[config.mk]
export PLATFORM = sky130hd
export DESIGN_NAME = lru_block_buffer_manager
export DESIGN_NICKNAME = d
export VERILOG_FILES = /design/src/rtl/core/lbm_pkg.sv /design/src/rtl/core/lru_block_buffer_manager.sv /design/src/rtl/core/lbm_slot_mem.sv /design/src/rtl/core/lbm_scan_ctrl.sv
export SDC_FILE = /design/constraint.sdc
export NUM_CORES = 2
export LEC_CHECK = 0
export BUFFER_PORTS_ARGS = -buffer_cell sky130_fd_sc_hd__buf_2
export CAP_MARGIN = 30
export CORE_MARGIN = 1.5
export CORE_UTILIZATION = 30
export CTS_CLUSTER_SIZE = 25
export DETAILED_ROUTE_END_ITERATION = 10
export PLACE_DENSITY = 0.54
export SYNTH_ARGS = -nofsm -noshare
export SYNTH_HDL_FRONTEND = slang
export SYNTH_HIERARCHICAL = 1
export SYNTH_SLANG_ARGS = --single-unit
[constraint.sdc]
create_clock -name clk -period 9.25 [get_ports clk]
set_clock_uncertainty 0.15 [all_clocks]
set_input_delay 0.925 -clock clk [delete_from_list [all_inputs] [get_ports clk]]
set_output_delay 0.925 -clock clk [all_outputs]
set_load 0.005 [all_outputs]
[src/rtl/core/lbm_pkg.sv]
// Shared types and constants for the LRU block buffer manager.
// No dependencies; every other file in rtl/core refers to this package.
package lbm_pkg;

  localparam int SLOT_COUNT_DEF = 32;
  localparam int AGE_BITS_DEF   = 16;
  localparam int BLOCK_W        = 16;
  localparam int SLOT_W         = 6;

  localparam logic [BLOCK_W-1:0] DISK_BLOCK_COUNT_RST = 16'd8192;

  typedef enum logic [1:0] {
    ACT_LOOKUP   = 2'd0,
    ACT_ALLOCATE = 2'd1,
    ACT_DIRTY    = 2'd2,
    ACT_FLUSH    = 2'd3
  } action_t;

  typedef enum logic [1:0] {
    ST_OK    = 2'd0,
    ST_BOUND = 2'd1,
    ST_MISS  = 2'd2
  } status_t;

endpackage

[src/rtl/core/lru_block_buffer_manager.sv]
// Top level of the LRU block buffer manager: bound register, slot memories and sequencer.
// Depends on lbm_pkg, lbm_slot_mem and lbm_scan_ctrl.
//
// An item is taken when start is high and busy is low. An item whose block number is at or
// above disk_block_count (flush excepted) is answered on the next cycle without going busy.
// Every other item walks the slot memories once, one slot read per cycle from a registered
// read port, and holds busy until it finishes with its final result. Results appear for
// one cycle on out_strobe and cannot be held off. A flush gives one result per dirty slot
// (a single result without writeback if none is dirty), spread over the scan, and the
// result with out_last set ends every item.
module lru_block_buffer_manager #(
  parameter int SLOT_COUNT = lbm_pkg::SLOT_COUNT_DEF,
  parameter int AGE_BITS   = lbm_pkg::AGE_BITS_DEF
) (
  input  logic                        clk,
  input  logic                        rst_n,
  input  logic                        start,
  output logic                        busy,
  input  logic [1:0]                  in_action,
  input  logic [lbm_pkg::BLOCK_W-1:0] in_block_num,
  input  logic                        cfg_we,
  input  logic [lbm_pkg::BLOCK_W-1:0] cfg_wdata,
  output logic                        out_strobe,
  output logic [1:0]                  out_status,
  output logic [lbm_pkg::SLOT_W-1:0]  out_slot_index,
  output logic                        out_writeback,
  output logic [lbm_pkg::SLOT_W-1:0]  out_writeback_slot,
  output logic [lbm_pkg::BLOCK_W-1:0] out_writeback_block,
  output logic                        out_last
);

  localparam int IDX_W = $clog2(SLOT_COUNT);

  logic [lbm_pkg::BLOCK_W-1:0] disk_block_count_r;
  logic                        age_we;
  logic                        block_we;
  logic [IDX_W-1:0]            wr_addr;
  logic [AGE_BITS-1:0]         wr_age;
  logic [lbm_pkg::BLOCK_W-1:0] wr_block;
  logic [IDX_W-1:0]            rd_addr;
  logic [AGE_BITS-1:0]         rd_age;
  logic [lbm_pkg::BLOCK_W-1:0] rd_block;

  always_ff @(posedge clk) begin
    if (!rst_n) begin
      disk_block_count_r <= lbm_pkg::DISK_BLOCK_COUNT_RST;
    end else if (cfg_we) begin
      disk_block_count_r <= cfg_wdata;
    end
  end

  lbm_slot_mem #(
    .SLOT_COUNT (SLOT_COUNT),
    .AGE_BITS   (AGE_BITS)
  ) u_mem (
    .clk      (clk),
    .age_we   (age_we),
    .block_we (block_we),
    .wr_addr  (wr_addr),
    .wr_age   (wr_age),
    .wr_block (wr_block),
    .rd_addr  (rd_addr),
    .rd_age   (rd_age),
    .rd_block (rd_block)
  );

  lbm_scan_ctrl #(
    .SLOT_COUNT (SLOT_COUNT),
    .AGE_BITS   (AGE_BITS)
  ) u_ctrl (
    .clk                 (clk),
    .rst_n               (rst_n),
    .start               (start),
    .busy                (busy),
    .in_action           (in_action),
    .in_block_num        (in_block_num),
    .disk_block_count    (disk_block_count_r),
    .age_we              (age_we),
    .block_we            (block_we),
    .wr_addr             (wr_addr),
    .wr_age              (wr_age),
    .wr_block            (wr_block),
    .rd_addr             (rd_addr),
    .rd_age              (rd_age),
    .rd_block            (rd_block),
    .out_strobe          (out_strobe),
    .out_status          (out_status),
    .out_slot_index      (out_slot_index),
    .out_writeback       (out_writeback),
    .out_writeback_slot  (out_writeback_slot),
    .out_writeback_block (out_writeback_block),
    .out_last            (out_last)
  );

endmodule

[src/rtl/core/lbm_slot_mem.sv]
// Slot memories: per-slot age and held block number, one write and one read port each.
// Depends on lbm_pkg for the block number width and the default sizes.
module lbm_slot_mem #(
  parameter int SLOT_COUNT = lbm_pkg::SLOT_COUNT_DEF,
  parameter int AGE_BITS   = lbm_pkg::AGE_BITS_DEF
) (
  input  logic                                clk,
  input  logic                                age_we,
  input  logic                                block_we,
  input  logic [$clog2(SLOT_COUNT)-1:0]       wr_addr,
  input  logic [AGE_BITS-1:0]                 wr_age,
  input  logic [lbm_pkg::BLOCK_W-1:0]         wr_block,
  input  logic [$clog2(SLOT_COUNT)-1:0]       rd_addr,
  output logic [AGE_BITS-1:0]                 rd_age,
  output logic [lbm_pkg::BLOCK_W-1:0]         rd_block
);

  logic [AGE_BITS-1:0]         age_mem   [SLOT_COUNT];
  logic [lbm_pkg::BLOCK_W-1:0] block_mem [SLOT_COUNT];

  always_ff @(posedge clk) begin
    if (age_we) begin
      age_mem[wr_addr] <= wr_age;
    end
    if (block_we) begin
      block_mem[wr_addr] <= wr_block;
    end
    rd_age   <= age_mem[rd_addr];
    rd_block <= block_mem[rd_addr];
  end

endmodule

[src/rtl/core/lbm_scan_ctrl.sv]
// Request sequencer: scans the slot memories once per item past the bound check, keeps valid
// and dirty marks, and forms the result items. Depends on lbm_pkg.
module lbm_scan_ctrl #(
  parameter int SLOT_COUNT = lbm_pkg::SLOT_COUNT_DEF,
  parameter int AGE_BITS   = lbm_pkg::AGE_BITS_DEF
) (
  input  logic                          clk,
  input  logic                          rst_n,
  input  logic                          start,
  output logic                          busy,
  input  logic [1:0]                    in_action,
  input  logic [lbm_pkg::BLOCK_W-1:0]   in_block_num,
  input  logic [lbm_pkg::BLOCK_W-1:0]   disk_block_count,
  output logic                          age_we,
  output logic                          block_we,
  output logic [$clog2(SLOT_COUNT)-1:0] wr_addr,
  output logic [AGE_BITS-1:0]           wr_age,
  output logic [lbm_pkg::BLOCK_W-1:0]   wr_block,
  output logic [$clog2(SLOT_COUNT)-1:0] rd_addr,
  input  logic [AGE_BITS-1:0]           rd_age,
  input  logic [lbm_pkg::BLOCK_W-1:0]   rd_block,
  output logic                          out_strobe,
  output logic [1:0]                    out_status,
  output logic [lbm_pkg::SLOT_W-1:0]    out_slot_index,
  output logic                          out_writeback,
  output logic [lbm_pkg::SLOT_W-1:0]    out_writeback_slot,
  output logic [lbm_pkg::BLOCK_W-1:0]   out_writeback_block,
  output logic                          out_last
);

  localparam int IDX_W   = $clog2(SLOT_COUNT);
  localparam int SLOT_W  = lbm_pkg::SLOT_W;
  localparam int BLOCK_W = lbm_pkg::BLOCK_W;
  localparam logic [IDX_W-1:0] LAST_IDX = IDX_W'(SLOT_COUNT - 1);

  typedef enum logic [1:0] {
    S_IDLE,
    S_SCAN,
    S_DONE
  } state_t;

  state_t                  state_r;
  lbm_pkg::action_t        act_r;
  logic [BLOCK_W-1:0]      blk_r;
  logic [IDX_W-1:0]        cnt_r;
  logic                    issue_done_r;
  logic                    d_v_r;
  logic [IDX_W-1:0]        d_idx_r;
  logic [SLOT_COUNT-1:0]   valid_r;
  logic [SLOT_COUNT-1:0]   dirty_r;
  logic                    found_r;
  logic [IDX_W-1:0]        found_idx_r;
  logic [AGE_BITS-1:0]     best_age_r;
  logic [IDX_W-1:0]        best_idx_r;
  logic [BLOCK_W-1:0]      best_blk_r;
  logic                    pend_v_r;
  logic [IDX_W-1:0]        pend_idx_r;
  logic [BLOCK_W-1:0]      pend_blk_r;

  logic                    strobe_r;
  lbm_pkg::status_t        status_r;
  logic [SLOT_W-1:0]       slot_r;
  logic                    wb_r;
  logic [SLOT_W-1:0]       wb_slot_r;
  logic [BLOCK_W-1:0]      wb_blk_r;
  logic                    last_r;

  logic                    cur_valid;
  logic                    cur_dirty;
  logic [AGE_BITS-1:0]     aged;
  logic [IDX_W-1:0]        victim;
  logic                    victim_wb;

  assign cur_valid = valid_r[d_idx_r];
  assign cur_dirty = dirty_r[d_idx_r];
  // Ages saturate at all ones; only occupied slots grow older.
  assign aged      = (cur_valid && !(&rd_age)) ? rd_age + 1'b1 : rd_age;
  // A free slot, when there is one, wins over the oldest slot and is never dirty.
  assign victim    = found_r ? found_idx_r : best_idx_r;
  assign victim_wb = !found_r && dirty_r[best_idx_r];

  assign rd_addr  = cnt_r;
  assign busy     = (state_r != S_IDLE);

  always_comb begin
    age_we   = 1'b0;
    block_we = 1'b0;
    wr_addr  = d_idx_r;
    wr_age   = aged;
    wr_block = blk_r;
    if (state_r == S_SCAN && d_v_r && act_r == lbm_pkg::ACT_ALLOCATE && cur_valid) begin
      age_we = 1'b1;
    end else if (state_r == S_DONE && act_r == lbm_pkg::ACT_ALLOCATE) begin
      age_we   = 1'b1;
      block_we = 1'b1;
      wr_addr  = victim;
      wr_age   = '0;
    end
  end

  always_ff @(posedge clk) begin
    if (!rst_n) begin
      state_r      <= S_IDLE;
      issue_done_r <= 1'b0;
      d_v_r        <= 1'b0;
      valid_r      <= '0;
      dirty_r      <= '0;
      found_r      <= 1'b0;
      pend_v_r     <= 1'b0;
      strobe_r     <= 1'b0;
    end else begin
      strobe_r <= 1'b0;
      case (state_r)
        S_IDLE: begin
          if (start) begin
            if (in_action != lbm_pkg::ACT_FLUSH && in_block_num >= disk_block_count) begin
              strobe_r  <= 1'b1;
              status_r  <= lbm_pkg::ST_BOUND;
              slot_r    <= '0;
              wb_r      <= 1'b0;
              wb_slot_r <= '0;
              wb_blk_r  <= '0;
              last_r    <= 1'b1;
            end else begin
              state_r      <= S_SCAN;
              act_r        <= lbm_pkg::action_t'(in_action);
              blk_r        <= in_block_num;
              cnt_r        <= '0;
              issue_done_r <= 1'b0;
              d_v_r        <= 1'b0;
              found_r      <= 1'b0;
              pend_v_r     <= 1'b0;
            end
          end
        end
        S_SCAN: begin
          // Read issue: one slot address per cycle, data returns in the cycle after.
          if (!issue_done_r) begin
            d_v_r        <= 1'b1;
            d_idx_r      <= cnt_r;
            cnt_r        <= cnt_r + 1'b1;
            issue_done_r <= (cnt_r == LAST_IDX);
          end else begin
            d_v_r <= 1'b0;
          end
          if (d_v_r) begin
            case (act_r)
              lbm_pkg::ACT_LOOKUP, lbm_pkg::ACT_DIRTY: begin
                if (!found_r && cur_valid && rd_block == blk_r) begin
                  found_r     <= 1'b1;
                  found_idx_r <= d_idx_r;
                end
              end
              lbm_pkg::ACT_ALLOCATE: begin
                if (!found_r && !cur_valid) begin
                  found_r     <= 1'b1;
                  found_idx_r <= d_idx_r;
                end
                if (d_idx_r == '0 || aged > best_age_r) begin
                  best_age_r <= aged;
                  best_idx_r <= d_idx_r;
                  best_blk_r <= rd_block;
                end
              end
              lbm_pkg::ACT_FLUSH: begin
                // Each dirty slot is held back until the next dirty slot is found, so the final one can carry last.
                if (cur_valid && cur_dirty) begin
                  dirty_r[d_idx_r] <= 1'b0;
                  pend_v_r         <= 1'b1;
                  pend_idx_r       <= d_idx_r;
                  pend_blk_r       <= rd_block;
                  if (pend_v_r) begin
                    strobe_r  <= 1'b1;
                    status_r  <= lbm_pkg::ST_OK;
                    slot_r    <= SLOT_W'(pend_idx_r);
                    wb_r      <= 1'b1;
                    wb_slot_r <= SLOT_W'(pend_idx_r);
                    wb_blk_r  <= pend_blk_r;
                    last_r    <= 1'b0;
                  end
                end
              end
              default: begin
              end
            endcase
            if (d_idx_r == LAST_IDX) begin
              state_r <= S_DONE;
            end
          end
        end
        S_DONE: begin
          state_r  <= S_IDLE;
          strobe_r <= 1'b1;
          last_r   <= 1'b1;
          case (act_r)
            lbm_pkg::ACT_LOOKUP, lbm_pkg::ACT_DIRTY: begin
              status_r  <= found_r ? lbm_pkg::ST_OK : lbm_pkg::ST_MISS;
              slot_r    <= found_r ? SLOT_W'(found_idx_r) : '0;
              wb_r      <= 1'b0;
              wb_slot_r <= '0;
              wb_blk_r  <= '0;
              if (found_r && act_r == lbm_pkg::ACT_DIRTY) begin
                dirty_r[found_idx_r] <= 1'b1;
              end
            end
            lbm_pkg::ACT_ALLOCATE: begin
              valid_r[victim] <= 1'b1;
              dirty_r[victim] <= 1'b0;
              status_r        <= lbm_pkg::ST_OK;
              slot_r          <= SLOT_W'(victim);
              wb_r            <= victim_wb;
              wb_slot_r       <= victim_wb ? SLOT_W'(victim) : '0;
              wb_blk_r        <= victim_wb ? best_blk_r : '0;
            end
            default: begin
              status_r  <= lbm_pkg::ST_OK;
              slot_r    <= pend_v_r ? SLOT_W'(pend_idx_r) : '0;
              wb_r      <= pend_v_r;
              wb_slot_r <= pend_v_r ? SLOT_W'(pend_idx_r) : '0;
              wb_blk_r  <= pend_v_r ? pend_blk_r : '0;
            end
          endcase
        end
        default: begin
          state_r <= S_IDLE;
        end
      endcase
    end
  end

  assign out_strobe          = strobe_r;
  assign out_status          = status_r;
  assign out_slot_index      = slot_r;
  assign out_writeback       = wb_r;
  assign out_writeback_slot  = wb_slot_r;
  assign out_writeback_block = wb_blk_r;
  assign out_last            = last_r;

endmodule

# Word level (Yosys, flattened, before mapping)
# Memory sizes are Yosys's and may differ from the RTL's. A register that Yosys moved wholly into a read port is not among the register bits.
# Cells that the tools add are included.
# classes
addsub,2
magnitude_cmp,9
eq_ne,25
muxes,112
n_bitwise,8
n_reduce_logical,42
# op_table
op,count
$mux 16,11
$mux 32,4
$pmux 32 s2,2
$and 32x32->32,2
$not 32->32,2
$or 32x32->32,2
$mux 5,11
$pmux 16 s3,1
$mux 1,41
$mux 6,6
$pmux 6 s3,2
$pmux 16 s2,1
$lt 5x6->1 const B,4
$mux 2,12
$pmux 6 s2,2
$pmux 5 s2,2
$reduce_and 6->1,3
$add 16x1->16 const B,1
$eq 16x16->1,1
$ge 16x16->1,1
$gt 16x16->1,1
$ne 2x2->1 const B,8
$reduce_and 16->1,1
$bmux 1 s5,3
28 further kinds,74
# word_totals
register_bits,210
ram_bits,1024
out_inout_bits,34
word_cells,225
n_memories,2
# mem_list
name,words,width,rd,rd_clocked_by_memory_dff,wr,line,text
u_mem.age_mem,32,16,1,1,1,lbm_slot_mem.sv:18,logic [AGE_BITS-1:0] age_mem [SLOT_COUNT];
u_mem.block_mem,32,16,1,1,1,lbm_slot_mem.sv:19,logic [lbm_pkg::BLOCK_W-1:0] block_mem [SLOT_COUNT];

# Depth between registers and ports, before layout
# logic_depth
word_depth,10
mapped_depth,17
ltp_nobuf,14

# By module
# The synthesis kept the hierarchy.
# modules_own_cells
mod,n_inst,cells_each,area_per_inst_um2,seq_area_each_um2
lbm_slot_mem,1,2305,40669.0,31390.1
lbm_scan_ctrl,1,958,10196.0,5054.8
lru_block_buffer_manager,1,51,613.1,320.3

# Worst setup path after synthesis
# OpenSTA, ideal clock, no wires.
# synth_path
kind,flip-flop to flip-flop
start,reg u_ctrl.d_idx_r[0]
end,reg u_ctrl.best_age_r[0] (enable)
setup_time_ps,488
t_arrival_ps,6040
required_time_ps,8612
setup_slack_ps,2573
stages_incl_launch_ff,17
path_buffers,2
synth_period_minus_slack_ps,6677
cell_sequence,edfxtp_1 -> buf_6 -> mux4_2 -> a22o_1 -> nor4b_2 -> nand2b_1 -> buf_2 -> or2_2 -> mux2_2 -> ha_1 -> nor2b_1 -> o21a_1 -> o21a_1 -> o211ai_1 -> a211oi_1 -> o31ai_1 -> a211oi_1
# synth_via
elab_chain_cells,7
elab_cells_between_ends,8
cone_classes,1 x order compare; 3 x mux; 4 x reduce/logical
# synth_rtl
element,line,text
from (decl),lbm_scan_ctrl.sv:48,logic [IDX_W-1:0] d_idx_r;
from (signal assigned),lbm_scan_ctrl.sv:140,d_idx_r <= cnt_r;
$bmux 1 s5,lbm_scan_ctrl.sv:74,assign cur_valid = valid_r[d_idx_r];
$mux 1 (not written as such),lbm_scan_ctrl.sv:74,
$logic_and 1x1->1,lbm_scan_ctrl.sv:77,assign aged = (cur_valid && !(&rd_age)) ? rd_age + 1'b1 : rd_age;
$mux 16,lbm_scan_ctrl.sv:77,
via u_ctrl.aged[1],lbm_scan_ctrl.sv:70,logic [AGE_BITS-1:0] aged;
$gt 16x16->1,lbm_scan_ctrl.sv:159,if (d_idx_r == '0 || aged > best_age_r) begin
$logic_or 1x1->1,lbm_scan_ctrl.sv:159,
$reduce_and 5->1 (no source line),--,
to (signal assigned),lbm_scan_ctrl.sv:160,best_age_r <= aged;
to (decl),lbm_scan_ctrl.sv:53,logic [AGE_BITS-1:0] best_age_r;
# The timed path passes the listed nets, and every way through them passes these cells. The select of a mux whose other input is x is not followed.
# A chain may end at the register's enable or synchronous reset.

# Worst setup path in the final report
# layout_path
start,reg u_ctrl.d_idx_r[0]
end,reg u_ctrl.best_blk_r[11] (enable)
# layout_via
elab_chain_cells,7
elab_cells_between_ends,8
cone_classes,1 x order compare; 3 x mux; 4 x reduce/logical
# layout_rtl
element,line,text
$bmux 1 s5,lbm_scan_ctrl.sv:74,
$mux 1 (not written as such),lbm_scan_ctrl.sv:74,
$logic_and 1x1->1,lbm_scan_ctrl.sv:77,
$mux 16,lbm_scan_ctrl.sv:77,
via u_ctrl.aged[1],lbm_scan_ctrl.sv:70,
$gt 16x16->1,lbm_scan_ctrl.sv:159,
$logic_or 1x1->1,lbm_scan_ctrl.sv:159,
$reduce_and 5->1 (no source line),--,
to (signal assigned),lbm_scan_ctrl.sv:162,best_blk_r <= rd_block;
to (decl),lbm_scan_ctrl.sv:55,logic [BLOCK_W-1:0] best_blk_r;
# The timed path passes the listed nets, and every way through them passes these cells. The select of a mux whose other input is x is not followed.

==> metrics.md <==
| Metric | Value |
|---|---|
| Die Y | 417.2 um |
| DR vias/cell | 5.030 |
| RSZ-0062 raised after global routing | false |
| Syn Inst Count | 3314 |
| Final core occ | 34.74% |
| Final hold vios | 0 |
| Hold EP | u_ctrl/wr_block[0]$_DFFE_PP_ |
| Clk root buf | clkbuf_16 |
| Tmin final | 5817 ps |
| Ys Warns | 6 |
| Worst slew pin tran | 1075 ps |
| Min-delay src | in_block_num[0] |
| Clock share of power | 43.6% |
| Predominant post-synthesis flop cell | edfxtp_1 |
| Detailed-route via count | 28772 |
| CP endpoint kind | register |
| Yosys reg bits | 1264 |
| Final Max Tran Viols | 0 |
| Worst R2R Path Depth | 15 |
| CP Max Fanout | 27 |
| First-pass GRT wire length | 196700 um |
| Status | complete, no violations |
| DRC Markers | 0 |
| CTS tree | yes |
| Synth-to-Final Area Change | 14.62% |
| R2R Path Start | u_ctrl/d_idx_r[0]$_DFFE_PP_ |
| CTS sink count | 1264 |
| Drt first pass iters | 5 |
| Critical path startpoint category | register |
| Synth Cell Area | 51480 um2 |
| Die footprint | 174100 um2 |
| Setup bufs post-CTS | 0 |
| Worst VDD drop | 0.0001301 V |
| Hold depth | 1 |
| Core ar. | 169800 um2 |
| Max-Cap Viols | 0 |
| CTS Buf Count | 136 |
| PwrDens | 214.1 nW/um2 |
| Buffer levels on the longest clock path | 3 |
| Port bufs | 69 |
| Initial Util | 30.31% |
| Setup ws final | 3433 ps |
| WS Path Type | register to register |
| NumNets Final | 3471 |
| Placed cell areas | 54340 um2 |
| Die width | 417.2 um |
| Global Route Usage Sum | 15.38% |
| Cell variety after synth | 67 |
| Hold/Removal Path Class | input port to register |
| Vias in the first global route | 27888 |
| Data arrival, critical path | 6070 ps |
| WL per Instance | 23.84 um |
| Static leakage | 0.01998 uW |
| GRT overflow | 0 |
| Rel. slew slack | 28.08% |
| Setup TNS | 0 ps |
| DPL Wire Length | 83990 um |
| Initial antenna violation count | 1 |
| Drt total wl | 136400 um |
| Sw Share | 22.35% |
| Combinational Power Share | 6.0% |
| Share of the clock period used by the worst path | 62.89% |
| Drt initial violations | 2803 |
| Antenna Nets Post-Route | 0 |
| Required @ worst endpoint | 9510 ps |
| Register-to-Register Setup Slack | 3430 ps |
| Clock insertion delay at the later pin of the skew report | 760 ps |
| Setup-failing EPs final | 0 |
| Place WS | 3404 ps |
| GPL Wtd Cong | 0.8478 |
| Post-synth EDFFs | 1145 |
| Layout cells sized above 1 | 13.57% |
| Worst-path clk slew | 60 ps |
| I/O pin total | 72 |
| Register share of total power | 50.3% |
| Post-CTS Hold Buffers | 0 |
| Largest net degree at the start of global routing | 129 |
| R2R Path End | u_ctrl/best_blk_r[11]$_DFFE_PP_ |
| Max H-tree Level | 4 |
| Post-CTS Resized | 0 |
| Row Count | 151 |
| Sequential fraction of the synthesis area | 71.42% |
| Internal power | 9810 uW |
| Fmax | 171.9 MHz |
| Psw | 2824 uW |
| Syn avg cell area | 15.53 um2 |
| Asr flop ratio synth | 0% |
| Final Cell Area | 59010 um2 |
| Hold WS | 220.0 ps |
## layout by cell type (no fill, tap or decap), drive strengths merged, types with 15 or more instances in the layout
cell    instances
edfxtp       1145
mux2i         548
clkbuf        166
nor2          165
nand2         153
buf           142
a21oi         121
dfxtp         119
nand3         118
a22oi         102
a22o           82
inv            57
o21ai          51
clkinv         51
nor3           50
o21a           45
ha             39
a31oi          33
o311ai         32
o31ai          29
nor2b          27
xor2           20
bufinv         16
mux4           16
nand4          15
## flip-flops by register name, summed over array words and instances, names as in the netlist, 16 cells and up
register and flops:
u_mem/age_mem 512, u_ctrl/valid_r 32, u_mem/block_mem 512, u_ctrl/dirty_r 32
u_ctrl/best_blk_r 16, u_mem/rd_age 16, disk_block_count_r 16, u_mem/rd_block 16
u_ctrl/best_age_r 16, u_ctrl/pend_blk_r 16, u_ctrl/wr_block 16, u_ctrl/out_writeback_block 16
## cell families after synthesis
kind of cell	Yosys count	synth area share [%]
adder cells (fa/ha/maj)	39	0.9479
XOR/XNOR	30	0.5104
AND/OR/NAND/NOR	608	5.532
other	1	0.007285
buffers and inverters	252	2.579
AO/OA/AOI/OAI	546	7.430
flip-flops	1264	71.42
multiplexers	574	11.57
## critical path: stages, from the launching register on
cell and delay [ps]:
edfxtp_1 690, mux4_2 590, a22o_1 240, nor4b_2 260, nand2b_1 650, or2_2 280
mux2_2 390, ha_1 300, nor2b_1 130, o21a_1 110, o21a_1 110, o211ai_1 80
a211oi_1 210, o31ai_1 160, a211oi_4 610, buf_4 470
## per-stage QoR
step	total power, uW	std cells
after floorplan	6902	3315
after global placement	7220	5465
after detailed placement	7234	5470
after CTS	12740	5714
after global routing	13000	5718
final	12630	5720
## cell usage after synthesis (all sizes together), types with 10 or more instances
cell,n,area (um2)
dfxtp,119,2382
ha,39,488.0
o21ai,51,259.0
nor2b,27,168.9
a22o,82,718.2
o21a,45,337.8
buf,107,774.5
mux4,16,360.4
a31oi,33,206.5
nor3,50,250.2
mux2i,548,5485
a21oi,121,605.6
and3,11,68.82
a22oi,102,770.7
nand3b,12,90.09
nand2,153,574.3
mux2,10,112.6
nand2b,12,75.07
inv,51,191.4
xor2,20,175.2
clkbuf,94,361.6
o31ai,29,217.7
edfxtp,1145,34380
xnor2,10,87.58
nand4,15,93.84
o311ai,32,280.3
nor2,165,621.9
a21o,10,75.07
nand3,118,590.6
## area by class of cell
class / instances / area, um2
Clock inverter: 78 / 927.1
Multi-Input combinational cell: 1799 / 13640
Antenna cell: 2 / 5.005
Tap cell: 2218 / 2775
Clock buffer: 166 / 3640
Sequential cell: 1264 / 36770
Fill cell: 16040 / 110800
Timing Repair Buffer: 142 / 1059
Inverter: 51 / 191.4
## power groups by stage
stage / Combinational [uW] / Clock, uW / Sequential, uW
finish: 761 / 5510 / 6360
global route: 808 / 5830 / 6360
CTS: 753 / 5630 / 6360
detailed placement: 752 / 0 / 6480
global placement: 737 / 0 / 6480
floorplan: 424 / 0 / 6480
## per-layer routing
layer | track usage [%] | wire length, um | vias to the layer above
met2 | 25.15 | 65650 | 825
met4 | 4.120 | 2722 | 0
li1 | - | - | 13051
met3 | 2.202 | 6854 | 163
met5 | 0 | 0 | -
met1 | 21.31 | 61130 | 14733
## how the worst max path moves through the flow
| stage | slack [ps] | from | end | cells past startpoint |
|---|---|---|---|---|
| CTS | 3380 | u_ctrl/d_idx_r[1]$_DFFE_PP_ | u_ctrl/best_blk_r[11]$_DFFE_PP_ | 16 |
| global placement | 2980 | u_ctrl/d_idx_r[0]$_DFFE_PP_ | u_mem/age_mem[15][3]$_DFFE_PP_ | 9 |
| finish | 3430 | u_ctrl/d_idx_r[0]$_DFFE_PP_ | u_ctrl/best_blk_r[11]$_DFFE_PP_ | 15 |
| global route | 3080 | u_ctrl/d_idx_r[1]$_DFFE_PP_ | u_ctrl/best_blk_r[11]$_DFFE_PP_ | 16 |
| floorplan | 2570 | u_ctrl/d_idx_r[0]$_DFFE_PP_ | u_ctrl/best_age_r[0]$_DFFE_PP_ | 16 |
| detailed placement | 3400 | u_ctrl/d_idx_r[0]$_DFFE_PP_ | u_ctrl/best_blk_r[0]$_DFFE_PP_ | 15 |
(Power assumes the default switching activity.)
